File: config.mk
export PLATFORM = sky130hd
export DESIGN_NAME = nst_ctrl
export DESIGN_NICKNAME = d
export VERILOG_FILES = /design/src/design/nst_pkg.sv /design/src/design/nst_ctrl.sv
export SDC_FILE = /design/constraint.sdc
export NUM_CORES = 1
export LEC_CHECK = 0
export BUFFER_PORTS_ARGS = -buffer_cell sky130_fd_sc_hd__buf_2
export CAP_MARGIN = 0
export CORE_ASPECT_RATIO = 1.5
export CORE_MARGIN = 2
export CORE_UTILIZATION = 30
export CTS_CLUSTER_DIAMETER = 100
export DETAILED_ROUTE_END_ITERATION = 7
export GPL_ROUTABILITY_DRIVEN = 0
export SLEW_MARGIN = 30
export SYNTH_ARGS = -nofsm -noshare
export SYNTH_HDL_FRONTEND = slang
export SYNTH_SLANG_ARGS = --single-unit
File: constraint.sdc
create_clock -name clk -period 4.25 [get_ports clk]
set_input_delay 0 -clock clk [delete_from_list [all_inputs] [get_ports clk]]
set_output_delay 0 -clock clk [all_outputs]
set_load 0.05 [all_outputs]
File: src/design/nst_pkg.sv
// ----------------------------------------------------------------------------
// nst_pkg
// Shared types, constants and the key normalisation function for the
// named slot table store.
// ----------------------------------------------------------------------------
package nst_pkg;

	localparam int NAME_BYTES = 8;
	localparam int KEY_W      = 8 * NAME_BYTES;
	localparam int VAL_W      = 32;
	localparam int SLOTS      = 9;
	localparam int SLOT_W     = 4;
	localparam logic [SLOT_W-1:0] SLOT_LIM  = SLOT_W'(SLOTS);
	localparam logic [SLOT_W-1:0] SLOT_LAST = SLOT_W'(SLOTS - 1);

	typedef enum logic [1:0] {
		MODE_SET = 2'd0,
		MODE_GET = 2'd1,
		MODE_DEL = 2'd2,
		MODE_NOP = 2'd3
	} nst_mode_t;

	typedef enum logic [2:0] {
		ST_CLEAR,
		ST_IDLE,
		ST_SCAN,
		ST_ACT,
		ST_RDWAIT,
		ST_ZERO,
		ST_RESP
	} nst_state_t;

	typedef struct packed {
		logic [1:0]              mode;
		logic [KEY_W-1:0]        key;
		logic [SLOT_W-1:0]       slot;
		logic signed [VAL_W-1:0] wval;
	} nst_req_t;

	typedef struct packed {
		logic                    ok;
		logic signed [VAL_W-1:0] read_value;
	} nst_resp_t;

	typedef struct packed {
		logic clearing;
		logic idle;
	} nst_status_t;

	// Zero every byte from the first zero byte upwards.
	function automatic logic [KEY_W-1:0] normalize_key(input logic [KEY_W-1:0] k);
		logic [KEY_W-1:0] r;
		logic             seen;
		r    = '0;
		seen = 1'b0;
		for (int i = 0; i < NAME_BYTES; i++) begin
			if (k[8*i +: 8] == 8'd0) begin
				seen = 1'b1;
			end
			if (!seen) begin
				r[8*i +: 8] = k[8*i +: 8];
			end
		end
		return r;
	endfunction

endpackage

File: src/design/nst_ctrl.sv
// ----------------------------------------------------------------------------
// nst_ctrl
// Sequencer: reset sweep of the name memory, match/free scan, then slot
// read, slot write, entry delete or entry allocation.
// ----------------------------------------------------------------------------
module nst_ctrl #(
	parameter int ENTRIES = 64
) (
	input  logic                                   clk,
	input  logic                                   arst_n,
	input  logic                                   req_valid,
	input  nst_pkg::nst_req_t                      req,
	output nst_pkg::nst_status_t                   status,
	output logic                                   resp_valid,
	input  logic                                   resp_ready,
	output nst_pkg::nst_resp_t                     resp,
	output logic                                   key_we,
	output logic [$clog2(ENTRIES)-1:0]             key_waddr,
	output logic [nst_pkg::KEY_W-1:0]              key_wdata,
	output logic                                   key_re,
	output logic [$clog2(ENTRIES)-1:0]             key_raddr,
	input  logic [nst_pkg::KEY_W-1:0]              key_rdata,
	output logic                                   slot_we,
	output logic                                   slot_re,
	output logic [$clog2(ENTRIES*nst_pkg::SLOTS)-1:0] slot_addr,
	output logic signed [nst_pkg::VAL_W-1:0]       slot_wdata,
	input  logic signed [nst_pkg::VAL_W-1:0]       slot_rdata
);
	import nst_pkg::*;

	localparam int IDX_W = $clog2(ENTRIES);
	localparam int SA_W  = $clog2(ENTRIES * SLOTS);
	localparam logic [IDX_W-1:0] IDX_LAST = IDX_W'(ENTRIES - 1);
	localparam logic [IDX_W:0]   ISS_END  = (IDX_W+1)'(ENTRIES);

	nst_state_t              state_q, state_d;
	logic [IDX_W-1:0]        clr_q;
	logic [IDX_W:0]          iss_q;
	logic                    cmp_vld_s1;
	logic [IDX_W-1:0]        cmp_idx_s1;
	logic                    free_fnd_q;
	logic [IDX_W-1:0]        free_idx_q;
	logic [IDX_W-1:0]        tgt_q;
	logic [SLOT_W-1:0]       zc_q;
	nst_mode_t               mode_q;
	logic [KEY_W-1:0]        key_q;
	logic [SLOT_W-1:0]       slot_q;
	logic signed [VAL_W-1:0] wval_q;
	logic                    ok_q;
	logic signed [VAL_W-1:0] rv_q;

	logic [KEY_W-1:0]        norm_key;
	logic                    hit;
	logic                    is_free;
	logic                    last;
	logic                    free_any;
	logic                    slot_in;
	logic [SLOT_W-1:0]       sel_slot;
	logic [IDX_W+3:0]        slot_sum;

	assign norm_key = normalize_key(req.key);
	assign hit      = cmp_vld_s1 && (key_rdata == key_q);
	assign is_free  = cmp_vld_s1 && (key_rdata == '0);
	assign last     = cmp_vld_s1 && (cmp_idx_s1 == IDX_LAST);
	assign free_any = free_fnd_q || is_free;
	assign slot_in  = slot_q < SLOT_LIM;

	// entry base is index times nine
	assign sel_slot = (state_q == ST_ZERO) ? zc_q : slot_q;
	assign slot_sum = {1'b0, tgt_q, 3'b000} + {4'b0000, tgt_q} + {{IDX_W{1'b0}}, sel_slot};
	assign slot_addr = slot_sum[SA_W-1:0];

	// next state
	always_comb begin
		state_d = state_q;
		unique case (state_q)
			ST_CLEAR: begin
				if (clr_q == IDX_LAST) state_d = ST_IDLE;
			end
			ST_IDLE: begin
				if (req_valid) begin
					if (req.mode == MODE_NOP || norm_key == '0) state_d = ST_RESP;
					else state_d = ST_SCAN;
				end
			end
			ST_SCAN: begin
				if (hit) state_d = ST_ACT;
				else if (last) state_d = (mode_q == MODE_SET && free_any) ? ST_ZERO : ST_RESP;
			end
			ST_ACT: begin
				if (mode_q == MODE_GET && slot_in) state_d = ST_RDWAIT;
				else state_d = ST_RESP;
			end
			ST_RDWAIT: state_d = ST_RESP;
			ST_ZERO: begin
				if (zc_q == SLOT_LAST) state_d = ST_RESP;
			end
			ST_RESP: begin
				if (resp_ready) state_d = ST_IDLE;
			end
			default: state_d = ST_CLEAR;
		endcase
	end

	// outputs
	always_comb begin
		key_we     = 1'b0;
		key_waddr  = tgt_q;
		key_wdata  = '0;
		key_re     = 1'b0;
		key_raddr  = iss_q[IDX_W-1:0];
		slot_we    = 1'b0;
		slot_re    = 1'b0;
		slot_wdata = wval_q;
		status     = '{clearing: 1'b0, idle: 1'b0};
		resp_valid = 1'b0;
		unique case (state_q)
			ST_CLEAR: begin
				status.clearing = 1'b1;
				key_we          = 1'b1;
				key_waddr       = clr_q;
			end
			ST_IDLE: status.idle = 1'b1;
			ST_SCAN: key_re = iss_q < ISS_END;
			ST_ACT: begin
				slot_we = (mode_q == MODE_SET) && slot_in;
				slot_re = (mode_q == MODE_GET) && slot_in;
				key_we  = (mode_q == MODE_DEL);
			end
			ST_RDWAIT: ;
			ST_ZERO: begin
				slot_we    = 1'b1;
				slot_wdata = (zc_q == slot_q) ? wval_q : '0;
				key_we     = (zc_q == '0);
				key_wdata  = key_q;
			end
			ST_RESP: resp_valid = 1'b1;
			default: ;
		endcase
	end

	assign resp = '{ok: ok_q, read_value: rv_q};

	// control registers
	always_ff @(posedge clk or negedge arst_n) begin
		if (!arst_n) begin
			state_q    <= ST_CLEAR;
			clr_q      <= '0;
			iss_q      <= '0;
			cmp_vld_s1 <= 1'b0;
			free_fnd_q <= 1'b0;
		end else begin
			state_q <= state_d;
			if (state_q == ST_CLEAR) clr_q <= clr_q + 1'b1;
			if (state_q == ST_IDLE) begin
				iss_q      <= '0;
				cmp_vld_s1 <= 1'b0;
				free_fnd_q <= 1'b0;
			end
			if (state_q == ST_SCAN) begin
				if (key_re) iss_q <= iss_q + 1'b1;
				cmp_vld_s1 <= key_re && (state_d == ST_SCAN);
				if (is_free) free_fnd_q <= 1'b1;
			end
		end
	end

	// payload registers
	always_ff @(posedge clk) begin
		if (state_q == ST_IDLE && req_valid) begin
			mode_q <= nst_mode_t'(req.mode);
			key_q  <= norm_key;
			slot_q <= req.slot;
			wval_q <= req.wval;
			ok_q   <= 1'b0;
			rv_q   <= '0;
		end
		if (state_q == ST_SCAN) begin
			cmp_idx_s1 <= iss_q[IDX_W-1:0];
			if (is_free && !free_fnd_q) free_idx_q <= cmp_idx_s1;
			zc_q <= '0;
			if (hit) begin
				tgt_q <= cmp_idx_s1;
				ok_q  <= 1'b1;
			end else if (last && mode_q == MODE_SET && free_any) begin
				tgt_q <= free_fnd_q ? free_idx_q : cmp_idx_s1;
				ok_q  <= 1'b1;
			end
		end
		if (state_q == ST_ZERO) zc_q <= zc_q + 1'b1;
		if (state_q == ST_RDWAIT) rv_q <= slot_rdata;
	end

endmodule

# ---- Word-level counts from Yosys, hierarchy flattened
# Cells that the tools add are included.
dict set report op_classes {
  add_sub_neg 5
  n_lt_le_gt_ge 2
  n_eq_ne 15
  n_mux 57
  reduce_logical 33
}
# operator count
set op_table {}
lappend op_table {{zero test 64 bit} 2}
lappend op_table {{2-to-1 mux 32 bit} 4}
lappend op_table {{equality test 64 bit} 1}
lappend op_table {{zero test 8 bit} 8}
lappend op_table {{2-to-1 mux 64 bit} 1}
lappend op_table {{2-to-1 mux 8 bit} 8}
lappend op_table {{2-to-1 mux 6 bit} 4}
lappend op_table {{2-to-1 mux 1 bit} 22}
lappend op_table {{2-to-1 mux 3 bit} 7}
lappend op_table {{2-to-1 mux 7 bit} 3}
lappend op_table {{one-hot mux 3 bit (7 select lines)} 1}
lappend op_table {{equality test 6 bit (second input constant)} 2}
lappend op_table {{2-to-1 mux 4 bit} 3}
lappend op_table {{logical AND 1 bit} 11}
lappend op_table {{adder 10 x 4 -> 10 bit} 1}
lappend op_table {{adder 9 x 6 -> 10 bit} 1}
lappend op_table {{equality test 3 x 2 -> 1 bit (second input constant)} 3}
lappend op_table {{equality test 3 bit (second input constant)} 3}
lappend op_table {{nonzero test 2 bit} 4}
lappend op_table {{adder 7 x 1 -> 7 bit (second input constant)} 1}
lappend op_table {{less-than comparator 7 bit (second input constant)} 1}
lappend op_table {{adder 6 x 1 -> 6 bit (second input constant)} 1}
lappend op_table {{adder 4 x 1 -> 4 bit (second input constant)} 1}
lappend op_table {{equality test 2 bit (second input constant)} 2}
lappend op_table {{14 further kinds} 17}
dict set report totals {
  ff_bits 175
  input_bits 202
  output_inout_bits 158
  wordCells 127
}

# ---- Longest topological paths before layout
# Gate-level depths: netlist (run 1).
dict set report depth {
  word_depth 18
  ltp_mapped 15
  ltp_nobuf 12
}

# ---- Worst setup path before layout (run 1)
# No wires, ideal clock.
dict set report synth_path {
  path_type {register -> register}
  start {register state_q[0]}
  end {register key_q[0], enable pin}
  setup_time_ns 0.455
  t_arrival_ns 3.449
  required_ns 3.795
  slack_ns 0.346
  path_stages_with_launch 7
  n_path_buf 1
  period_less_slack_ns 3.904
  path_cell_list {dfrtp_1 > nor2b_1 > nand2b_1 > clkbuf_1 > inv_1 > nand2_1 > inv_1}
}
dict set report synth_between {
  elab_chain_len 2
}
# element line
set synth_lines {}
lappend synth_lines {{start: declaration} nst_ctrl.sv:36} ;# nst_state_t state_q, state_d;
lappend synth_lines {{start signal: assignment} nst_ctrl.sv:153} ;# state_q <= state_d;
lappend synth_lines {{equality test 3 x 1 -> 1 bit} nst_ctrl.sv:170} ;# if (state_q == ST_IDLE && req_valid) begin
lappend synth_lines {{logical AND 1 bit} nst_ctrl.sv:170}
lappend synth_lines {{end signal: assignment} nst_ctrl.sv:172} ;# key_q <= norm_key;
lappend synth_lines {{end: declaration} nst_ctrl.sv:46} ;# logic [KEY_W-1:0] key_q;
# Every way passes these cells.
# A chain may end at the register's enable or synchronous reset.

# ---- Final worst setup path (run 1)
dict set report layout_path {
  start {register state_q[1]}
  end {output port slot_addr[7] in the netlist's numbering}
}
dict set report layout_between {
  elab_chain_len 3
}
# element line
set layout_lines {}
lappend layout_lines {{equality test 3 bit} nst_ctrl.sv:69} ;# assign sel_slot = (state_q == ST_ZERO) ? zc_q : slot_q;
lappend layout_lines {{2-to-1 mux 4 bit} nst_ctrl.sv:69}
lappend layout_lines {{adder 10 x 4 -> 10 bit} nst_ctrl.sv:70} ;# assign slot_sum = {1'b0, tgt_q, 3'b000} + {4'b0000, tgt_q} + {{IDX_W{1'b0}}, sel_slot};
lappend layout_lines {{end: declaration} nst_ctrl.sv:25} ;# output logic [$clog2(ENTRIES*nst_pkg::SLOTS)-1:0] slot_addr,
# Every way passes these cells.

==> flow_results.org, run 1 <==
** GRT
- The number of global-route vias before repair was 8407.
- In the global route stage, overall resource usage came out at 20.3%.
- The first global-routing pass estimated 47700 um of wire.
- Number of antenna violations at the first check in global routing :: 0
- Leftover overflow at the end of global routing :: 0
- Pin count of the biggest net entering global routing :: 64

** Floorplan
- Standard-cell rows :: 77
- Starting utilization of the core area :: 30.4%
- CORE AREA :: 29500 um2
- Die outline height :: 216 um
- Die area :: between 30000 and 40000 um2
- Die W :: approximately 150 um
- Pin placement for this block handled 360 I/O pins.

** STA
- Setup repair after global routing left no endpoint under its margin.
- Maximum operating frequency :: 0.257 GHz
- After layout, the worst path uses 91.6% of the clock period.
- Final setup violation count :: 0
- The final max-slew violation count was 0.
- Adding up every negative setup slack in the final design gives 0 ns.
- Maximum clock skew at final layout :: 0.0130 ns
- Final hold violation count :: 0
- Actual slew at the worst max-slew pin :: approximately 0.91 ns
- In this run the tightest slew margin relative to its limit is 39.3%.
- Post-layout minimum cycle time :: 3.89 ns

** Hold path
- The worst hold path belongs to the class primary input to async pin.

** Worst setup path
- The worst setup path is of the flop to output pin kind.
- STA classifies the critical path endpoint as an output pin.
- Data arrival time of the worst path :: just under 4 ns
- CP required :: 4.25 ns
- Top fanout value on the critical path :: 16
- Crit start category :: flop

** Routing
- After detailed routing, the total wire length is 32200 um.
- In this run the remaining antenna-violating nets after routing total 0.
- In the routed layout, each cell is associated on average with a via count of a little under 5.
- In the routed design, unresolved DRC markers number 0.
- Detail-routed net length per standard cell :: 19.5 um
- DRC violation total after the first TritonRoute iteration :: 441
- The first detailed-routing pass took 5 iterations.
- Summing over every cut layer, the via total after detailed routing is 7970.

** Final layout
- The count of cells in the finished layout, fillers not included, comes to around 1700.
- Fill cell total of the finished layout :: 2794
- From synthesis to final layout, the design area changed by 47.1%.
- Cells with a size suffix above 1 make up 33.1% of the layout.
- The net count of the finished layout is 1468.
- Diodes inserted :: 0

** Clock tree
- Count of instances resized after the clock tree is built :: 0
- The clock reaches the later pin of the worst-skew pair after 0.46 ns.
- The clock drives roughly 180 sinks.
- Deepest level of the CTS H-tree :: 4
- In this run, CTS created clock tree buffers numbering 17.
- TritonCTS built the clock tree.
- Count of buffers added by post-CTS timing repair for setup :: 0
- Counting along the longest clock path gives a buffer depth of 2.
- The cell sitting at the root of the clock tree is a clkbuf_16.
- In this run, post-CTS hold repair placed 136 buffers.
- Clock-pin slew was measured on the worst setup and hold paths at around 0.07 ns.

** Placement
- Counting tap cells, the placed design contains a total of 1489 instances.
- I/O Buffers :: 359
- The HPWL after detailed placement is 24900 um.

** Yosys
- Synth warn :: 0
- Synthesis inferred between 150 and 200 register bits.
- Cells taking the most area after synthesis :: edfxtp_1 52%, and2_1 7.4%, xnor2_1 5.9%, and3_1 5.7%, dfrtp_1 5.0%
- Proportion of synthesized chip area in sequential cells :: roughly 58%
- The synthesized design devotes to its leading area cell type 52.3% of total area.
- The synthesized netlist occupies a cell area of roughly 9000 um2.
- Area leader, netlist :: edfxtp_1
- Counting flops with a built-in enable in the synthesized netlist gives 156.
- Synth Flop Type :: edfxtp_1
- Nets in the synthesized netlist :: 989
- Most frequent cells after synthesis :: 156 x edfxtp_1, 106 x and2_1, 82 x and3_1, 60 x xnor2_1, 47 x nand2_1
- In the synthesized netlist the async set-or-reset flop fraction comes to between 10% and 20%.
- Number of distinct library cells after synthesis :: 44
- Most common cell in the synthesized netlist :: edfxtp_1
- Post-synthesis instance total :: 770
- Dividing the synthesized area by the synthesized cell count gives 11.6 um2.

** Status
- The flow ran to the end, and the final reports show no timing, DRC or antenna violations.

** Pwr
- The analysis attributes to cell leakage a power of 0.00550 uW.
- Worst IR Drop VDD :: roughly 0.00029 V
- Power per standard cell area :: 296 nW/um2

** Run
- The tool flagged a number of max-cap violations equal to 0.
==> power by group <==
| part | total [uW] | switching, uW | internal, uW | leakage [uW] |
|---|---|---|---|---|
| combinational | 325 | 135 | 190 | 0.00362 |
| clock | 1710 | 714 | 995 | 0.000300 |
| sequential | 1860 | 0.0000000373 | 1860 | 0.00158 |
==> cell usage in the layout, fill, tap and decap left out, types with 3 or more instances in the layout <==
| cell type | instances |
|---|---|
| edfxtp_1 | 156 |
| o21ai_0 | 13 |
| dfrtp_1 | 18 |
| and3_1 | 82 |
| xor2_1 | 13 |
| xnor2_1 | 60 |
| a21boi_0 | 3 |
| nor4_1 | 45 |
| clkinvlp_4 | 3 |
| a21oi_1 | 10 |
| nand4_1 | 33 |
| nor2b_1 | 4 |
| nand3_1 | 15 |
| clkbuf_16 | 17 |
| mux2_2 | 12 |
| dlygate4sd3_1 | 136 |
| bufinv_16 | 4 |
| nor3_1 | 6 |
| ha_1 | 15 |
| nand2b_1 | 14 |
| and2_1 | 106 |
| buf_4 | 9 |
| inv_6 | 4 |
| buf_2 | 358 |
| inv_1 | 14 |
| nor2_1 | 23 |
| nand2_1 | 47 |
| o22ai_1 | 3 |
==> per-stage QoR <==
| step | instance area [um2] | hold WS (ns) | utilization (%) | worst slack [ns] | total power (uW) |
|---|---|---|---|---|---|
| CTS | 13200 | 0.00798 | 44.7 | 0.307 | 3940 |
| global route | 13200 | 0.0539 | 44.7 | 0.118 | 4010 |
| floorplan | 8960 | -0.296 | - | 0.346 | 1970 |
| finish | 13200 | 0.0341 | 44.7 | 0.355 | 3900 |
| detailed placement | 11200 | -0.0283 | 37.9 | 0.832 | 2120 |
| global placement | 11200 | -0.0308 | 37.9 | 0.892 | 2120 |
==> final timing paths <==
path,from,end,slack (ns),depth (start not counted)
max,state_q[1],slot_addr[7],0.36,13
min,arst_n,iss_q[4],0.03,2
max reg2reg,state_q[2],wval_q[13],1.43,7
min reg2reg,cmp_idx_s1[0],free_idx_q[0],0.49,0
max in group asynchronous,arst_n,clr_q[4],3.90,2
min in group clk,key_rdata[45],free_fnd_q,0.05,5
==> critical path, stage by stage, from the launching register on <==
cell and delay, ns:
dfrtp_1 0.57, nor2b_4 0.18, nand2_1 0.30, nand2_1 0.16
o21ai_0 0.09, ha_1 0.30, ha_1 0.23, fa_1 0.42
a21o_1 0.18, a21oi_1 0.25, o21bai_1 0.14, a21oi_1 0.24
xnor2_1 0.20, buf_12 0.18
==> kinds of logic (layout without fill, tap and decap cells) <==
family / Yosys count / count (layout) / synth area share, %
adder cells (fa/ha/maj): 17 / 17 / 2.54
AND/OR/NAND/NOR: 385 / 385 / 24.8
flip-flops: 175 / 175 / 57.5
multiplexers: 13 / 13 / 1.62
XOR/XNOR: 73 / 73 / 7.14
buffers and inverters: 60 / 552 / 2.81
AO/OA/AOI/OAI: 47 / 47 / 3.60
==> state kept, by name, indices dropped and copies added (netlist names), 4 cells and up <==
signal and flops:
clr_q 6, cmp_idx_s1 6, free_idx_q 6, iss_q 7
key_q 64, rv_q 32, slot_q 4, tgt_q 6
wval_q 32, zc_q 4
==> routing by layer <==
layer / vias up / part of all wire (%) / track usage, %
met5: - / 0 / 0
met2: 373 / 54 / 39.0
met1: 3748 / 36 / 20.5
li1: 3771 / - / -
met3: 78 / 5.3 / 4.44
met4: 0 / 4.6 / 10.3
==> final cells by class <==
type | instances | area [um2] | area share (%)
Clock buffer | 18 | 429 | 3.26
Clock inverter | 14 | 203 | 1.54
Inverter | 15 | 58.8 | 0.446
Multi-Input combinational cell | 535 | 3580 | 27.1
Sequential cell | 175 | 5150 | 39.1
Tap cell | 395 | 494 | 3.75
Timing Repair Buffer | 505 | 3260 | 24.7
No activity file was read; power rests on OpenSTA's default activity.
==> run 2, diff against run 1 <==
GPL_TIMING_DRIVEN = 0   (was default)
HOLD_SLACK_MARGIN = 0.12   (was default)
==> flow_results.org, run 2 (synthesis results as in run 1) <==
** Placement
- The number of port buffers came to 359 (unchanged).
- The instance area at placement was 11300 um2 (was 11200 um2).
- DP HPWL :: 25400 um (was 24900 um)

** Routing
- DR WL met2 :: 17600 um (was 17400 um)
- Vias per cell :: 4.79 (was 4.81)
- Count of TritonRoute iterations in the first routing pass :: 5 (unchanged)
- Antenna viol nets, final :: 0 (unchanged)
- The residual DRC count came to 0 (unchanged).
- Detailed-route wire length on metal 1 :: 11500 um (was 11700 um)
- Overall routed net length :: 32600 um (was 32200 um)
- The total met3 wirelength after detailed routing is 1830 um (was 1710 um).
- Uppermost metal layer occupied by signal nets :: met4 (unchanged)
- The number of DRC markers after the initial detailed-route iteration was 400 (was 441).
- Vias post-DR :: 8140 (was 7970)
- Detail-routed net length per standard cell :: 19.2 um (was 19.5 um)

** STA
- Final hold violation count :: 0 (unchanged)
- The top achievable clock speed is 0.254 GHz (was 0.257 GHz).
- The final total negative setup slack was 0 ns (unchanged).
- The final period demand of the worst path is 3.93 ns (was 3.89 ns).
- The relative max-transition margin came to 43.5% (was 39.3%).
- Maximum clock skew at final layout :: 0.0160 ns (was 0.0130 ns)
- Final setup violation count :: 0 (unchanged)
- Actual slew at the worst max-slew pin :: 0.840 ns (was 0.909 ns)
- Setup repair after global routing missed its margin :: no (unchanged)
- Slew Limit Fails :: 0 (unchanged)
- Portion of the clock cycle consumed by the worst path in the final layout :: 92.5% (was 91.6%)

** Floorplan
- The number of placement rows came to 77 (unchanged).
- CORE AREA :: 29500 um2 (unchanged)
- Die W :: 145 um (unchanged)
- The effective utilization at floorplan is 30.4% (unchanged).
- The height of the die was 216 um (unchanged).
- I/O Pins :: 360 (unchanged)
- Die area :: 31300 um2 (unchanged)

** GRT
- The pin count of the biggest net entering global routing is 55 (was 64).
- The total routing usage reported by global routing came to 20.7% (was 20.3%).
- Global-route wire length before repair :: 48900 um (was 47700 um)
- Number of global-route vias before repair :: 8746 (was 8407)
- The number of antenna violations at the first check in global routing is 1 (was 0).
- The total grt overflow came to 0 (unchanged).

** Worst setup path
- Total buffers and inverters traversed by the critical path :: 4 (was 1)
- Slowest stage cell, crit path :: fa_1 (was dfrtp_1)
- Top fanout value on the critical path :: 10 (was 16)
- The depth of the worst register-to-register path is 6 (was 7).
- The type of origin of the critical path is a flop (unchanged).
- Register-to-register setup slack :: 1.56 ns (was 1.43 ns)
- The beginning of the worst register-to-register path is key_q[1] (was state_q[2]).
- Stages on worst setup path :: 15 (was 13)
- End point of the critical path :: slot_addr[7] (unchanged)
- CP top delay family :: compound AO/OA/AOI/OAI gates (was adder cells)
- The startpoint of the worst setup timing path is state_q[1] (unchanged).
- Crit path largest cell delay :: 0.41 ns (was 0.57 ns)
- Critical path type :: flop to output pin (unchanged)
- The data required time at the worst endpoint was 4.25 ns (about the same).
- FF-to-FF End :: tgt_q[4] (was wval_q[13])
- Cell-by-cell trace of the critical path: clkbuf_1 -> nor2b_1 -> buf_6 -> nand2_1 -> clkbuf_4 -> o21ai_1 -> ha_1 -> ha_1 -> fa_1 -> a21o_1 -> a21oi_1 -> o21bai_1 -> a21oi_1 -> xnor2_1 -> buf_4 (was nor2b_4 -> nand2_1 -> nand2_1 -> o21ai_0 -> ha_1 -> ha_1 -> fa_1 -> a21o_1 -> a21oi_1 -> o21bai_1 -> a21oi_1 -> xnor2_1 -> buf_12).
- Data arrival time of the worst path :: 3.93 ns (was 3.89 ns)
- Endpoint kind of the worst setup timing path :: output pin (unchanged)

** Pwr
- The static leakage is 0.00554 uW (was 0.00550 uW).
- Worst IR Drop VDD :: 0.000275 V (was 0.000289 V)
- Power per standard cell area :: 275 nW/um2 (was 296 nW/um2)

** Clock tree
- The clock slew seen by the registers of the worst setup and hold paths came to 0.06 ns (was 0.07 ns).
- The H-tree depth was 4 (unchanged).
- Clock tree from TritonCTS :: built (unchanged)
- Insertion delay of the later-clocked pin in the worst-skew pair :: 0.46 ns (about the same)
- The number of buffers added by the clock tree synthesis step came to 17 (unchanged).
- The number of post-CTS setup repair buffers is 0 (unchanged).
- Total number of clock tree sinks :: 175 (unchanged)
- Maximum buffer depth of the clock tree :: 2 (unchanged)
- Library cell used as clock root buffer :: clkbuf_16 (unchanged)

** Final layout
- Leading cell type in the layout, fill and taps excluded :: buf_2 (unchanged)
- The number of nets in the finished design is 1511 (was 1468).
- The design area came to 13300 um2 (was 13200 um2).
- Registers with the most flip-flops: key_q: 64 flops, rv_q: 32 flops, wval_q: 32 flops (unchanged).
- Share of cells above drive strength 1 :: 31.9% (was 33.1%)
- Top reg by flops :: key_q (unchanged)
- Number of flip-flops in the largest register :: 64 (unchanged)
- Most frequent cells in the layout: 359 x buf_2, 156 x edfxtp_1, 141 x dlygate4sd3_1 (was 358 x buf_2, 156 x edfxtp_1, 136 x dlygate4sd3_1).
- The area overhead of the layout relative to synthesis came to 48.4% (was 47.1%).

** Status
- Run status: finished, final reports clean (unchanged).

** Hold path
- The worst hold-check path type is primary input to async pin (unchanged).

** Run
- Max cap viols :: 0 (unchanged)
-- run 2: area by class of cell --
class / instances / area, um2
multi-input cells: 535 / 3580
plain buffers: 45 / 206
fillers: 2777 / 16200
clock inverters: 10 / 91.3
well taps: 395 / 494
clock buffers: 20 / 437
diodes: 1 / 2.50
flip-flops and latches: 175 / 5150
repair buffers: 503 / 3270
inverters: 15 / 61.3
-- run 2: per-layer routing --
metal  track usage [%]  up-vias
li1                  -     3869
met1              20.7     3825
met2              39.0      369
met3              4.44       77
met4              12.1        0
met5                 0        -
-- run 2: worst min-delay path by stage --
| stage | to | cells past startpoint |
|---|---|---|
| after floorplan | clr_q[0] | 0 |
| after global placement | iss_q[3] | 1 |
| after detailed placement | iss_q[3] | 1 |
| after CTS | wval_q[8] | 2 |
| after global routing | iss_q[3] | 3 |
| final | iss_q[3] | 3 |
-- run 2: where the power goes --
part / total (uW) / internal, uW / switching (uW)
registers: 1860 / 1860 / 0.0000000367
clock network: 1460 / 797 / 665
logic: 328 / 193 / 135
-- run 2: worst reg2reg max path, stage by stage (launching register included) --
cell      delay, ns
edfxtp_1       0.43
xnor2_1        0.41
nand4_1        0.16
nor4_1         0.33
nand4_1        0.21
o31ai_4        0.51
mux2_2         0.39
-- run 2: metrics by stage --
| stage | hold WS, ns | cells | util (%) | total power (uW) | setup slack, ns |
|---|---|---|---|---|---|
| after detailed placement | -0.0299 | 1526 | 38.4 | 2120 | -0.0826 |
| final | 0.104 | 1699 | 45.1 | 3650 | 0.320 |
| after floorplan | -0.296 | 770 | - | 1970 | 0.346 |
| after global routing | 0.136 | 1699 | 45.1 | 3770 | 0.0229 |
| after global placement | -0.0444 | 1524 | 38.2 | 2120 | -0.752 |
| after CTS | 0.225 | 1698 | 45.1 | 3690 | 0.0500 |
-- run 2: repair_timing --
action / CTS / global route
setup endpoints to repair: 5 / 3
pin swaps: 0 / 0
gates resized for setup: 5 / 6
endpoints found under the hold margin: 156 / 0
hold buffers: 142 / 0
